File: src/rtl/tiled_surface_address_map_macros.svh
// Assertion macros shared by the tiled surface address map RTL.
`ifndef TILED_SURFACE_ADDRESS_MAP_MACROS_SVH
`define TILED_SURFACE_ADDRESS_MAP_MACROS_SVH
`ifndef SYNTHESIS
// Check a property on every rising edge, skipping cycles in reset.
`define TSAM_ASSERT(lbl, clk, rst, prop, msg) \
  lbl: assert property (@(posedge clk) disable iff (rst) prop) else $error(msg);
// Check a property on every rising edge, reset cycles included.
`define TSAM_ASSERT_ALWAYS(lbl, clk, prop, msg) \
  lbl: assert property (@(posedge clk) prop) else $error(msg);
`else
`define TSAM_ASSERT(lbl, clk, rst, prop, msg)
`define TSAM_ASSERT_ALWAYS(lbl, clk, prop, msg)
`endif
`endif

File: src/rtl/tsam_pkg.sv
// Shared types, widths and tile geometry for the tiled surface address map.
package tsam_pkg;

  // Field widths
  localparam int X_W        = 18;
  localparam int Y_W        = 16;
  localparam int DATA_W     = 32;
  localparam int ADDR_W     = 36;
  localparam int PITCH_W    = 18;
  localparam int CFG_IDX_W  = 3;
  localparam int CFG_DATA_W = 18;
  localparam int PROD_W     = Y_W + PITCH_W;

  // Tile geometry
  localparam int XT_WIDTH   = 512;
  localparam int XT_HEIGHT  = 8;
  localparam int YT_WIDTH   = 128;
  localparam int YT_HEIGHT  = 32;
  localparam int YT_COLUMN  = 16;
  localparam int XT_W_LOG2  = $clog2(XT_WIDTH);
  localparam int XT_H_LOG2  = $clog2(XT_HEIGHT);
  localparam int YT_W_LOG2  = $clog2(YT_WIDTH);
  localparam int YT_H_LOG2  = $clog2(YT_HEIGHT);
  localparam int YT_C_LOG2  = $clog2(YT_COLUMN);
  localparam int XT_TILE_LOG2 = $clog2(XT_WIDTH * XT_HEIGHT);
  localparam int YT_TILE_LOG2 = $clog2(YT_WIDTH * YT_HEIGHT);
  localparam int OFF_W = (XT_TILE_LOG2 > YT_TILE_LOG2) ? XT_TILE_LOG2 : YT_TILE_LOG2;

  // Swizzle: bit 6 takes in bit 9 (both modes) and bit 10 (X mode only)
  localparam int SWZ_BIT   = 6;
  localparam int SWZ_SRC_A = 9;
  localparam int SWZ_SRC_B = 10;

  // Register indexes
  localparam logic [CFG_IDX_W-1:0] REG_TILE_MODE     = 3'd0;
  localparam logic [CFG_IDX_W-1:0] REG_SWIZZLE_EN    = 3'd1;
  localparam logic [CFG_IDX_W-1:0] REG_TILED_PITCH   = 3'd2;
  localparam logic [CFG_IDX_W-1:0] REG_LINEAR_PITCH  = 3'd3;
  localparam logic [CFG_IDX_W-1:0] REG_SWAP_RED_BLUE = 3'd4;

  // Tile mode codes
  localparam logic TILE_X = 1'b0;
  localparam logic TILE_Y = 1'b1;

  typedef struct packed {
    logic               tile_mode;
    logic               swizzle_enable;
    logic [PITCH_W-1:0] tiled_pitch;
    logic [PITCH_W-1:0] linear_pitch;
    logic               swap_red_blue;
  } tsam_cfg_t;

endpackage

File: src/rtl/tiled_surface_address_map.sv
// Top level of the tiled surface address map: input and result registers.
// Usage:
//   Input channel (in_valid/in_ready) carries one word with its byte column
//   x_byte and row y_row. Output channel (out_valid/out_ready) returns the
//   word's tiled and linear byte addresses and the word, optionally with
//   bytes 0 and 2 exchanged.
//   A word accepted passes through the input register and then the result
//   register before it can be taken at the output.
//   Throughput: one word per cycle while out_ready stays high; the two
//   multiplies and the add chains sit between the input and result registers.
//   Configuration: cfg_we/cfg_index/cfg_data write a register at the edge;
//   write only while no word is in flight.
//   Reset: both stages empty, configuration registers cleared to X tiling,
//   swizzle off, zero pitches, no byte swap.
//   Stall: while out_ready is low the result holds; the input stage still
//   takes one more word, after which in_ready drops until out_ready returns.
`include "tiled_surface_address_map_macros.svh"
module tiled_surface_address_map (
  input  logic                            clk,
  input  logic                            rst,
  input  logic                            cfg_we,
  input  logic [tsam_pkg::CFG_IDX_W-1:0]   cfg_index,
  input  logic [tsam_pkg::CFG_DATA_W-1:0]  cfg_data,
  input  logic                            in_valid,
  output logic                            in_ready,
  input  logic [tsam_pkg::X_W-1:0]        x_byte,
  input  logic [tsam_pkg::Y_W-1:0]        y_row,
  input  logic [tsam_pkg::DATA_W-1:0]     data_word,
  output logic                            out_valid,
  input  logic                            out_ready,
  output logic [tsam_pkg::ADDR_W-1:0]     tiled_addr,
  output logic [tsam_pkg::ADDR_W-1:0]     linear_addr,
  output logic [tsam_pkg::DATA_W-1:0]     data_out
);
  import tsam_pkg::*;

  tsam_cfg_t         cfg;
  logic              s1_valid;
  logic [X_W-1:0]    s1_x;
  logic [Y_W-1:0]    s1_y;
  logic [DATA_W-1:0] s1_data;
  logic              s1_adv;
  logic              s2_free;
  logic [ADDR_W-1:0] tiled_next, linear_next;
  logic [DATA_W-1:0] data_next;

  tsam_cfg_regs u_cfg (
    .clk       (clk),
    .rst       (rst),
    .cfg_we    (cfg_we),
    .cfg_index (cfg_index),
    .cfg_data  (cfg_data),
    .cfg       (cfg)
  );

  // Stage handshake: result register frees when empty or taken
  assign s2_free  = !out_valid || out_ready;
  assign s1_adv   = s1_valid && s2_free;
  assign in_ready = !s1_valid || s2_free;

  // Input register
  always_ff @(posedge clk) begin
    if (rst) begin
      s1_valid <= 1'b0;
    end else if (in_ready) begin
      s1_valid <= in_valid;
    end
  end

  always_ff @(posedge clk) begin
    if (in_valid && in_ready) begin
      s1_x    <= x_byte;
      s1_y    <= y_row;
      s1_data <= data_word;
    end
  end

  tsam_addr_calc u_calc (
    .cfg         (cfg),
    .x_byte      (s1_x),
    .y_row       (s1_y),
    .data_word   (s1_data),
    .tiled_addr  (tiled_next),
    .linear_addr (linear_next),
    .data_out    (data_next)
  );

  // Result register
  always_ff @(posedge clk) begin
    if (rst) begin
      out_valid <= 1'b0;
    end else if (s2_free) begin
      out_valid <= s1_valid;
    end
  end

  always_ff @(posedge clk) begin
    if (s1_adv) begin
      tiled_addr  <= tiled_next;
      linear_addr <= linear_next;
      data_out    <= data_next;
    end
  end

  `TSAM_ASSERT_ALWAYS(a_reset_empties, clk, rst |=> (!out_valid && !s1_valid), "stages not empty after reset")
  `TSAM_ASSERT(a_no_overrun, clk, rst, (in_valid && in_ready && s1_valid) |-> s1_adv, "input word overwrote a held word")
  `TSAM_ASSERT(a_stall_blocks, clk, rst, (out_valid && !out_ready) |-> !s1_adv, "input stage advanced into a stalled result")
  `TSAM_ASSERT(a_result_kept, clk, rst, (out_valid && !out_ready) |=> out_valid, "stalled result lost")
  `TSAM_ASSERT(a_advance_fills, clk, rst, s1_adv |=> out_valid, "advanced word did not reach the result register")

endmodule

File: src/rtl/tsam_cfg_regs.sv
// Configuration register file of the tiled surface address map.
module tsam_cfg_regs (
  input  logic                           clk,
  input  logic                           rst,
  input  logic                           cfg_we,
  input  logic [tsam_pkg::CFG_IDX_W-1:0]  cfg_index,
  input  logic [tsam_pkg::CFG_DATA_W-1:0] cfg_data,
  output tsam_pkg::tsam_cfg_t            cfg
);
  import tsam_pkg::*;

  // Hold registers; write the addressed one, drop writes beyond the list
  always_ff @(posedge clk) begin
    if (rst) begin
      cfg <= '0;
    end else if (cfg_we) begin
      case (cfg_index)
        REG_TILE_MODE:     cfg.tile_mode      <= cfg_data[0];
        REG_SWIZZLE_EN:    cfg.swizzle_enable <= cfg_data[0];
        REG_TILED_PITCH:   cfg.tiled_pitch    <= cfg_data[PITCH_W-1:0];
        REG_LINEAR_PITCH:  cfg.linear_pitch   <= cfg_data[PITCH_W-1:0];
        REG_SWAP_RED_BLUE: cfg.swap_red_blue  <= cfg_data[0];
        default: ;
      endcase
    end
  end

endmodule

File: src/rtl/tsam_addr_calc.sv
// Combinational tiled and linear address calculation plus byte swap.
module tsam_addr_calc (
  input  tsam_pkg::tsam_cfg_t          cfg,
  input  logic [tsam_pkg::X_W-1:0]     x_byte,
  input  logic [tsam_pkg::Y_W-1:0]     y_row,
  input  logic [tsam_pkg::DATA_W-1:0]  data_word,
  output logic [tsam_pkg::ADDR_W-1:0]  tiled_addr,
  output logic [tsam_pkg::ADDR_W-1:0]  linear_addr,
  output logic [tsam_pkg::DATA_W-1:0]  data_out
);
  import tsam_pkg::*;

  logic [ADDR_W-1:0] col_base_x, col_base_y, col_base;
  logic [Y_W-1:0]    row_org;
  logic [OFF_W-1:0]  off_x, off_y, off;
  logic [PROD_W-1:0] row_prod, lin_prod;

  // Tile column base: column tile index times tile size
  assign col_base_x = ADDR_W'(x_byte[X_W-1:XT_W_LOG2]) << XT_TILE_LOG2;
  assign col_base_y = ADDR_W'(x_byte[X_W-1:YT_W_LOG2]) << YT_TILE_LOG2;

  // X mode offset: rows of the tile stacked, swizzle from bits 9 and 10
  always_comb begin
    off_x = OFF_W'(x_byte[XT_W_LOG2-1:0])
          | (OFF_W'(y_row[XT_H_LOG2-1:0]) << XT_W_LOG2);
    if (cfg.swizzle_enable) begin
      off_x[SWZ_BIT] = off_x[SWZ_BIT] ^ off_x[SWZ_SRC_A] ^ off_x[SWZ_SRC_B];
    end
  end

  // Y mode offset: 16-byte columns each a full tile tall, swizzle from bit 9
  always_comb begin
    off_y = OFF_W'(x_byte[YT_C_LOG2-1:0])
          | (OFF_W'(y_row[YT_H_LOG2-1:0]) << YT_C_LOG2)
          | (OFF_W'(x_byte[YT_W_LOG2-1:YT_C_LOG2]) << (YT_C_LOG2 + YT_H_LOG2));
    if (cfg.swizzle_enable) begin
      off_y[SWZ_BIT] = off_y[SWZ_BIT] ^ off_y[SWZ_SRC_A];
    end
  end

  // Select mode; row origin is the first row of the tile
  always_comb begin
    case (cfg.tile_mode)
      TILE_X: begin
        col_base = col_base_x;
        off      = off_x;
        row_org  = y_row & ~Y_W'(XT_HEIGHT - 1);
      end
      TILE_Y: begin
        col_base = col_base_y;
        off      = off_y;
        row_org  = y_row & ~Y_W'(YT_HEIGHT - 1);
      end
      default: begin
        col_base = col_base_x;
        off      = off_x;
        row_org  = y_row & ~Y_W'(XT_HEIGHT - 1);
      end
    endcase
  end

  // One multiply and one add chain per address
  assign row_prod = PROD_W'(row_org) * PROD_W'(cfg.tiled_pitch);
  assign lin_prod = PROD_W'(y_row) * PROD_W'(cfg.linear_pitch);

  assign tiled_addr  = col_base + ADDR_W'(row_prod) + ADDR_W'(off);
  assign linear_addr = ADDR_W'(x_byte) + ADDR_W'(lin_prod);

  // Exchange bytes 0 and 2 when asked
  assign data_out = cfg.swap_red_blue
                  ? {data_word[31:24], data_word[7:0], data_word[15:8], data_word[23:16]}
                  : data_word;

endmodule
File: config.mk
export PLATFORM = sky130hd
export DESIGN_NAME = tiled_surface_address_map
export DESIGN_NICKNAME = d
export VERILOG_FILES = /design/src/rtl/tsam_pkg.sv /design/src/rtl/tiled_surface_address_map.sv /design/src/rtl/tsam_cfg_regs.sv /design/src/rtl/tsam_addr_calc.sv
export VERILOG_INCLUDE_DIRS = /design/src /design/src/rtl
export SDC_FILE = /design/constraint.sdc
export NUM_CORES = 2
export LEC_CHECK = 0
export ABC_AREA = 1
export BUFFER_PORTS_ARGS = -buffer_cell sky130_fd_sc_hd__buf_2
export CORE_ASPECT_RATIO = 1.4
export CORE_UTILIZATION = 60
export DETAILED_ROUTE_END_ITERATION = 7
export PLACE_DENSITY = 0.79
export SLEW_MARGIN = 20
export SYNTH_ARGS = -nofsm -noshare
export SYNTH_HDL_FRONTEND = slang
export SYNTH_HIERARCHICAL = 1
export SYNTH_SLANG_ARGS = --single-unit
File: constraint.sdc
create_clock -name clk -period 13.7 [get_ports clk]
set_input_delay 2.74 -clock clk [delete_from_list [all_inputs] [get_ports clk]]
set_output_delay 2.74 -clock clk [all_outputs]
set_load 0.01 [all_outputs]
* After elaboration in Yosys (flattened, before gate mapping)
Cells that the tools add are included.
Storage, ports and cells: output and inout port bits 106, word-level logic and storage cells 47, register bits 211, input bits 92
Operators by class: reduce and logical (&&, ||, !) cells 12, equal/unequal tests 4, $add $sub $neg 3, $mul 2, bitwise logic cells 7, muxes and demuxes 6
Operator list (count):
- 36-bit one-hot mux with 2 select lines | 1
- 16-bit by 18-bit multiplier with 34-bit output | 2
- 36-bit by 12-bit adder with 36-bit output | 1
- 36-bit by 34-bit adder with 36-bit output | 1
- 18-bit by 34-bit adder with 35-bit output | 1
- 16-bit one-hot mux with 2 select lines | 1
- 24-bit 2-to-1 mux | 1
- 12-bit one-hot mux with 2 select lines | 1
- 12-bit OR | 1
- 9-bit by 12-bit OR with 12-bit output | 1
- 2-bit AND reduction | 5
- 4-bit by 9-bit OR with 9-bit output | 1
- 3-bit by 2-bit == test with 1-bit output, second input constant | 2
- 3-bit by 1-bit == test with 1-bit output, second input constant | 1
- 3-bit == test, second input constant | 1
- 3-bit logical NOT | 1
- 1-bit bitwise XOR | 3
- 1-bit logical AND | 2
- 1-bit logical NOT | 2
- 1-bit logical OR | 2
- 1-bit 2-to-1 mux | 2
- 1-bit inverter | 1

* Logic depth before layout (Yosys ltp)
depth after elaboration 6, depth in mapped cells 27, mapped depth without buffers 26

* Modules after synthesis
Netlist, hierarchy kept.
By module, submodules not included:
- tsam_addr_calc | times used 1, cells each 3138, area an instance 21434.3 µm², sequential area each 0.0 µm²
- tiled_surface_address_map | times used 1, cells each 182, area an instance 5196.2 µm², sequential area each 5144.9 µm²
- tsam_cfg_regs | times used 1, cells each 242, area an instance 1681.6 µm², sequential area each 780.7 µm²

* Worst setup path before layout
Ideal clock, no wire load.
path type input to register, start point input port out_ready, end point register data_out[0] (netlist name), enable pin, buffers on the path 0, stages 2, arrival time 7.820 ns, setup slack 5.279 ns, cell sequence inv_1 -> a21oi_1
On the way: cells in the longest elaborated chain, start to end 2
RTL lines:
- start: declaration | RTL line tiled_surface_address_map.sv:30 | input logic out_ready,
- 1-bit logical OR | RTL line tiled_surface_address_map.sv:57 | assign s2_free = !out_valid || out_ready;
- 1-bit logical AND | RTL line tiled_surface_address_map.sv:58 | assign s1_adv = s1_valid && s2_free;
- via s1_adv | RTL line tiled_surface_address_map.sv:42 | logic s1_adv;
- end signal: assignment | RTL line tiled_surface_address_map.sv:101 | data_out <= data_next;
- end: declaration | RTL line tiled_surface_address_map.sv:33 | output logic [tsam_pkg::DATA_W-1:0] data_out
The timed path passes the listed nets, and every way through them passes these cells. A chain may end at the register's enable or synchronous reset.

* Final worst setup path
start point register, netlist name u_cfg/cfg[38], end point register tiled_addr[25] (netlist name), data pin
On the way: cells in the longest elaborated chain, start to end 5
RTL lines:
- 1-bit inverter | RTL line tsam_addr_calc.sv:43 | case (cfg.tile_mode)
- 16-bit one-hot mux with 2 select lines | RTL line tsam_addr_calc.sv:43
- 16-bit by 18-bit multiplier with 34-bit output | RTL line tsam_addr_calc.sv:63 | assign row_prod = PROD_W'(row_org) * PROD_W'(cfg.tiled_pitch);
- 36-bit by 34-bit adder with 36-bit output | RTL line tsam_addr_calc.sv:66 | assign tiled_addr = col_base + ADDR_W'(row_prod) + ADDR_W'(off);
- 36-bit by 12-bit adder with 36-bit output (*) | RTL line tsam_addr_calc.sv:66
- via tiled_next[25] | RTL line tiled_surface_address_map.sv:44 | logic [ADDR_W-1:0] tiled_next, linear_next;
- end signal: assignment | RTL line tiled_surface_address_map.sv:99 | tiled_addr <= tiled_next;
- end: declaration | RTL line tiled_surface_address_map.sv:31 | output logic [tsam_pkg::ADDR_W-1:0] tiled_addr,
The timed path passes the listed nets; every way through them passes the cells marked *. The select of a mux whose other input is x is not followed.

==> impl_metrics.toml <==
[status]
run_status = "finished, final reports clean"

[global_routing]
grt_antenna_before_repair = 6
gr-max-usage-layer = "met2"
gr-usage-met1 = 0.331
grt_pass1_wl_um = 111000
grt.met2_usage = 0.542
overflow = 0
use_met3 = 0.0354
global_route.usage.total = 0.297
first_global_vias = 22800
grt_start_max_net_pins = 62

[power_and_ir_drop]
power.ir.vdd_worst_mv = 0.111
powerDensity_nw_per_um2 = 78.6
total_leakage_power_nw = 18.1

[critical_path]
critPathCaptureType = "register"
setup_crit_start_kind = "register"
r2r-end = "tiled_addr[25]"
worstRegToRegCells = 26
critPathLaunch = "u_cfg/cfg[38]"
timing.reg2reg.setup_slack_ns = 6.91
cp_data_required_time_ns = 14.02
path_max_fanout = 30
regToRegStartpoint = "u_cfg/cfg[38]"
critPathCapture = "tiled_addr[25]"
worst-endpoint-arrival_ns = 7.10
crit_type = "register to register"

[die]
die_width_um = 186
core-area_sq_um = 46300
die-area_sq_um = 48100
ios = 198
initial_core_util = 0.611
fp-row-count = 93
die_h_um = 259

[detailed_routing]
drtPass1Iterations = 5
vias_per_instance = 5.09
wire_per_inst_um = 15.8
drt-total-wl_um = 67800
drt_iter0_drc = 1600
remaining_drc_errors = 0
detailroute.via_count = 21900
drt.antenna.violating_nets = 0

[place]
detailedPlacementHpwl_um = 52600
globalplace.congestion = 0.950
number_of_input_and_output_port_buffers_inserted = 197
post-place-cells = 4246

[synth]
synthesis.nets = 4319
synthesis.area_per_instance_sq_um = 7.95
mappedNetlistArea_sq_um = 28300
primary_flip_flop_cell_chosen_by_synthesis_mapping = "sky130_fd_sc_hd__edfxtp_1"
netlist.area_leader.share = 0.308
synth_top_cell_by_area = "sky130_fd_sc_hd__fa_1"
cells_taking_the_most_area_after_synthesis = "sky130_fd_sc_hd__fa_1, sky130_fd_sc_hd__edfxtp_1, sky130_fd_sc_hd__inv_1, sky130_fd_sc_hd__nand2_1, sky130_fd_sc_hd__ha_1"
postSynth.asyncResetShare = 0
register_bit_total_from_synthesis = 211
yosys_warnings = 6
synthDistinctLibCells = 35
synth_enable_flop_cells = 170
seq_area_frac_synth = 0.209
syn-instance-count = 3562

[clock_network]
cts_buffer_depth = 3
clock_tree.root_cell = "sky130_fd_sc_hd__clkbuf_16"
cts_setup_buffers = 0
clk_latency_ns = 0.56
cts-resized-gates = 0
clock-sinks = 211
numCtsBuffers = 23
cts_tree = "done"
cts.htree.levels = 1
cts_hold_buf = 0
path_clk_slew_ns = 0.07

[timing]
clock_skew_ns = 0.0120
final-setup-viol-count = 0
worstMarginPinSlew_ns = 0.997
finalWorstPathRequiredPeriod_ns = 6.79
max_freq_mhz = 147
grt_setup_unrepaired = "no"
final_hold_viol_count = 0
timing.slew.headroom = 0.334
period_share = 0.495
timing_max_transition_violations_final = 0
fin_tns_setup_ns = 0

[cells_and_area]
final_common_cell = "sky130_fd_sc_hd__inv_1"
finalNetCount = 4411
layout-drive-gt1-share = 0.0836
layout_common_cells = "sky130_fd_sc_hd__inv_1, sky130_fd_sc_hd__nand2_1, sky130_fd_sc_hd__fa_1"
fin_cells = 4294
area_delta_synth_final_pct = 7.33
layout.filler_cells = 3958

[run]
maxCapViolCount = 0

[worst_hold_path]
hold_path_class = "register to register"
kinds of logic (layout without fill, tap and decap cells):
| family | Yosys count | after routing | synth area share |
|---|---|---|---|
| xor gates and xnor gates | 31 | 31 | 0.00959 |
| other | 1 | 7 | 0.000132 |
| adders and majority gates | 665 | 665 | 0.409 |
| DFF | 211 | 211 | 0.209 |
| and+or+nand+nor | 1338 | 1338 | 0.189 |
| buffers and inverters | 1230 | 1339 | 0.167 |
| AOI/OAI and AO/OA | 86 | 86 | 0.0158 |
metrics by stage:
| step | worst slack [ns] | utilization | instance area (sq um) | power [mW] | hold slack (ns) |
|---|---|---|---|---|---|
| after floorplan | 5.28 | - | 28300 | 1.46 | 0.452 |
| after CTS | 6.93 | 0.656 | 30400 | 2.40 | 0.414 |
| after global placement | 7.06 | 0.638 | 29500 | 1.70 | 0.400 |
| after detailed placement | 6.93 | 0.638 | 29500 | 1.71 | 0.405 |
| after global routing | 6.41 | 0.656 | 30400 | 2.55 | 0.426 |
| final | 6.91 | 0.656 | 30400 | 2.39 | 0.414 |
flip-flops by register name, summed over array words and instances (netlist names):
register / cells
out_valid: 1
data_out: 32
u_cfg/cfg: 39
tiled_addr: 36
s1_valid: 1
s1_x: 18
s1_data: 32
linear_addr: 36
s1_y: 16
metal layers:
metal,routed length (um),vias up
met5,0,-
met2,35400,866
met1,24000,10400
met4,3840,0
li1,-,10300
met3,4510,240
power breakdown:
part / switching, mW / internal (mW)
Sequential: 0.0409 / 0.773
Combinational: 0.576 / 0.318
Clock: 0.278 / 0.402
Total: 0.895 / 1.49
Yosys cell counts (9+ instances only):
master / n
sky130_fd_sc_hd__nand2_2: 27
sky130_fd_sc_hd__a21oi_1: 53
sky130_fd_sc_hd__nor2_1: 178
sky130_fd_sc_hd__clkbuf_1: 108
sky130_fd_sc_hd__fa_1: 435
sky130_fd_sc_hd__ha_1: 230
sky130_fd_sc_hd__xor2_1: 28
sky130_fd_sc_hd__edfxtp_1: 170
sky130_fd_sc_hd__o21ai_0: 27
sky130_fd_sc_hd__nand3_1: 90
sky130_fd_sc_hd__dfxtp_1: 41
sky130_fd_sc_hd__nand2_1: 1004
sky130_fd_sc_hd__nand4_1: 9
sky130_fd_sc_hd__buf_4: 20
sky130_fd_sc_hd__inv_1: 1078
critical path, cell delays in order (launching register included):
cell                       delay (ns)
sky130_fd_sc_hd__dfxtp_1         0.86
sky130_fd_sc_hd__clkinv_1        0.45
sky130_fd_sc_hd__nand2_1         0.58
sky130_fd_sc_hd__nor2_1          0.14
sky130_fd_sc_hd__fa_1            0.55
sky130_fd_sc_hd__inv_1           0.05
sky130_fd_sc_hd__fa_1            0.47
sky130_fd_sc_hd__inv_1           0.05
sky130_fd_sc_hd__fa_1            0.49
sky130_fd_sc_hd__inv_1           0.05
sky130_fd_sc_hd__fa_1            0.52
sky130_fd_sc_hd__inv_1           0.05
sky130_fd_sc_hd__fa_1            0.47
sky130_fd_sc_hd__inv_1           0.05
sky130_fd_sc_hd__fa_1            0.47
sky130_fd_sc_hd__inv_1           0.04
sky130_fd_sc_hd__ha_1            0.32
sky130_fd_sc_hd__nand2_1         0.15
sky130_fd_sc_hd__inv_1           0.05
sky130_fd_sc_hd__a21oi_1         0.16
sky130_fd_sc_hd__nand2_2         0.12
sky130_fd_sc_hd__nand2_1         0.09
sky130_fd_sc_hd__nand2_2         0.09
sky130_fd_sc_hd__nand2_1         0.11
sky130_fd_sc_hd__nand2_1         0.05
sky130_fd_sc_hd__nand2_1         0.06
sky130_fd_sc_hd__nand2_1         0.05
worst min-delay path by stage:
stage / depth (start not counted) / start / to / slack (ns)
after global placement: 0 / s1_data[11] / data_out[11] / 0.40
final: 0 / s1_data[14] / data_out[14] / 0.41
after CTS: 0 / s1_data[14] / data_out[14] / 0.41
after floorplan: 2 / u_cfg/cfg[10] / u_cfg/cfg[10] / 0.45
after detailed placement: 0 / s1_data[14] / data_out[14] / 0.40
after global routing: 0 / s1_data[11] / data_out[11] / 0.43
layout make-up:
| class | count | area [sq um] | area share |
|---|---|---|---|
| sequential | 211 | 5930 | 0.195 |
| tap | 617 | 772 | 0.0254 |
| timing repair buffer | 215 | 1120 | 0.0369 |
| clock inverter | 14 | 171 | 0.00564 |
| inverter | 1082 | 4060 | 0.134 |
| multi-input combinational | 2121 | 17700 | 0.581 |
| antenna | 6 | 15.0 | 0.000494 |
| clock buffer | 28 | 658 | 0.0217 |
No activity file was read; power rests on OpenSTA's default activity.
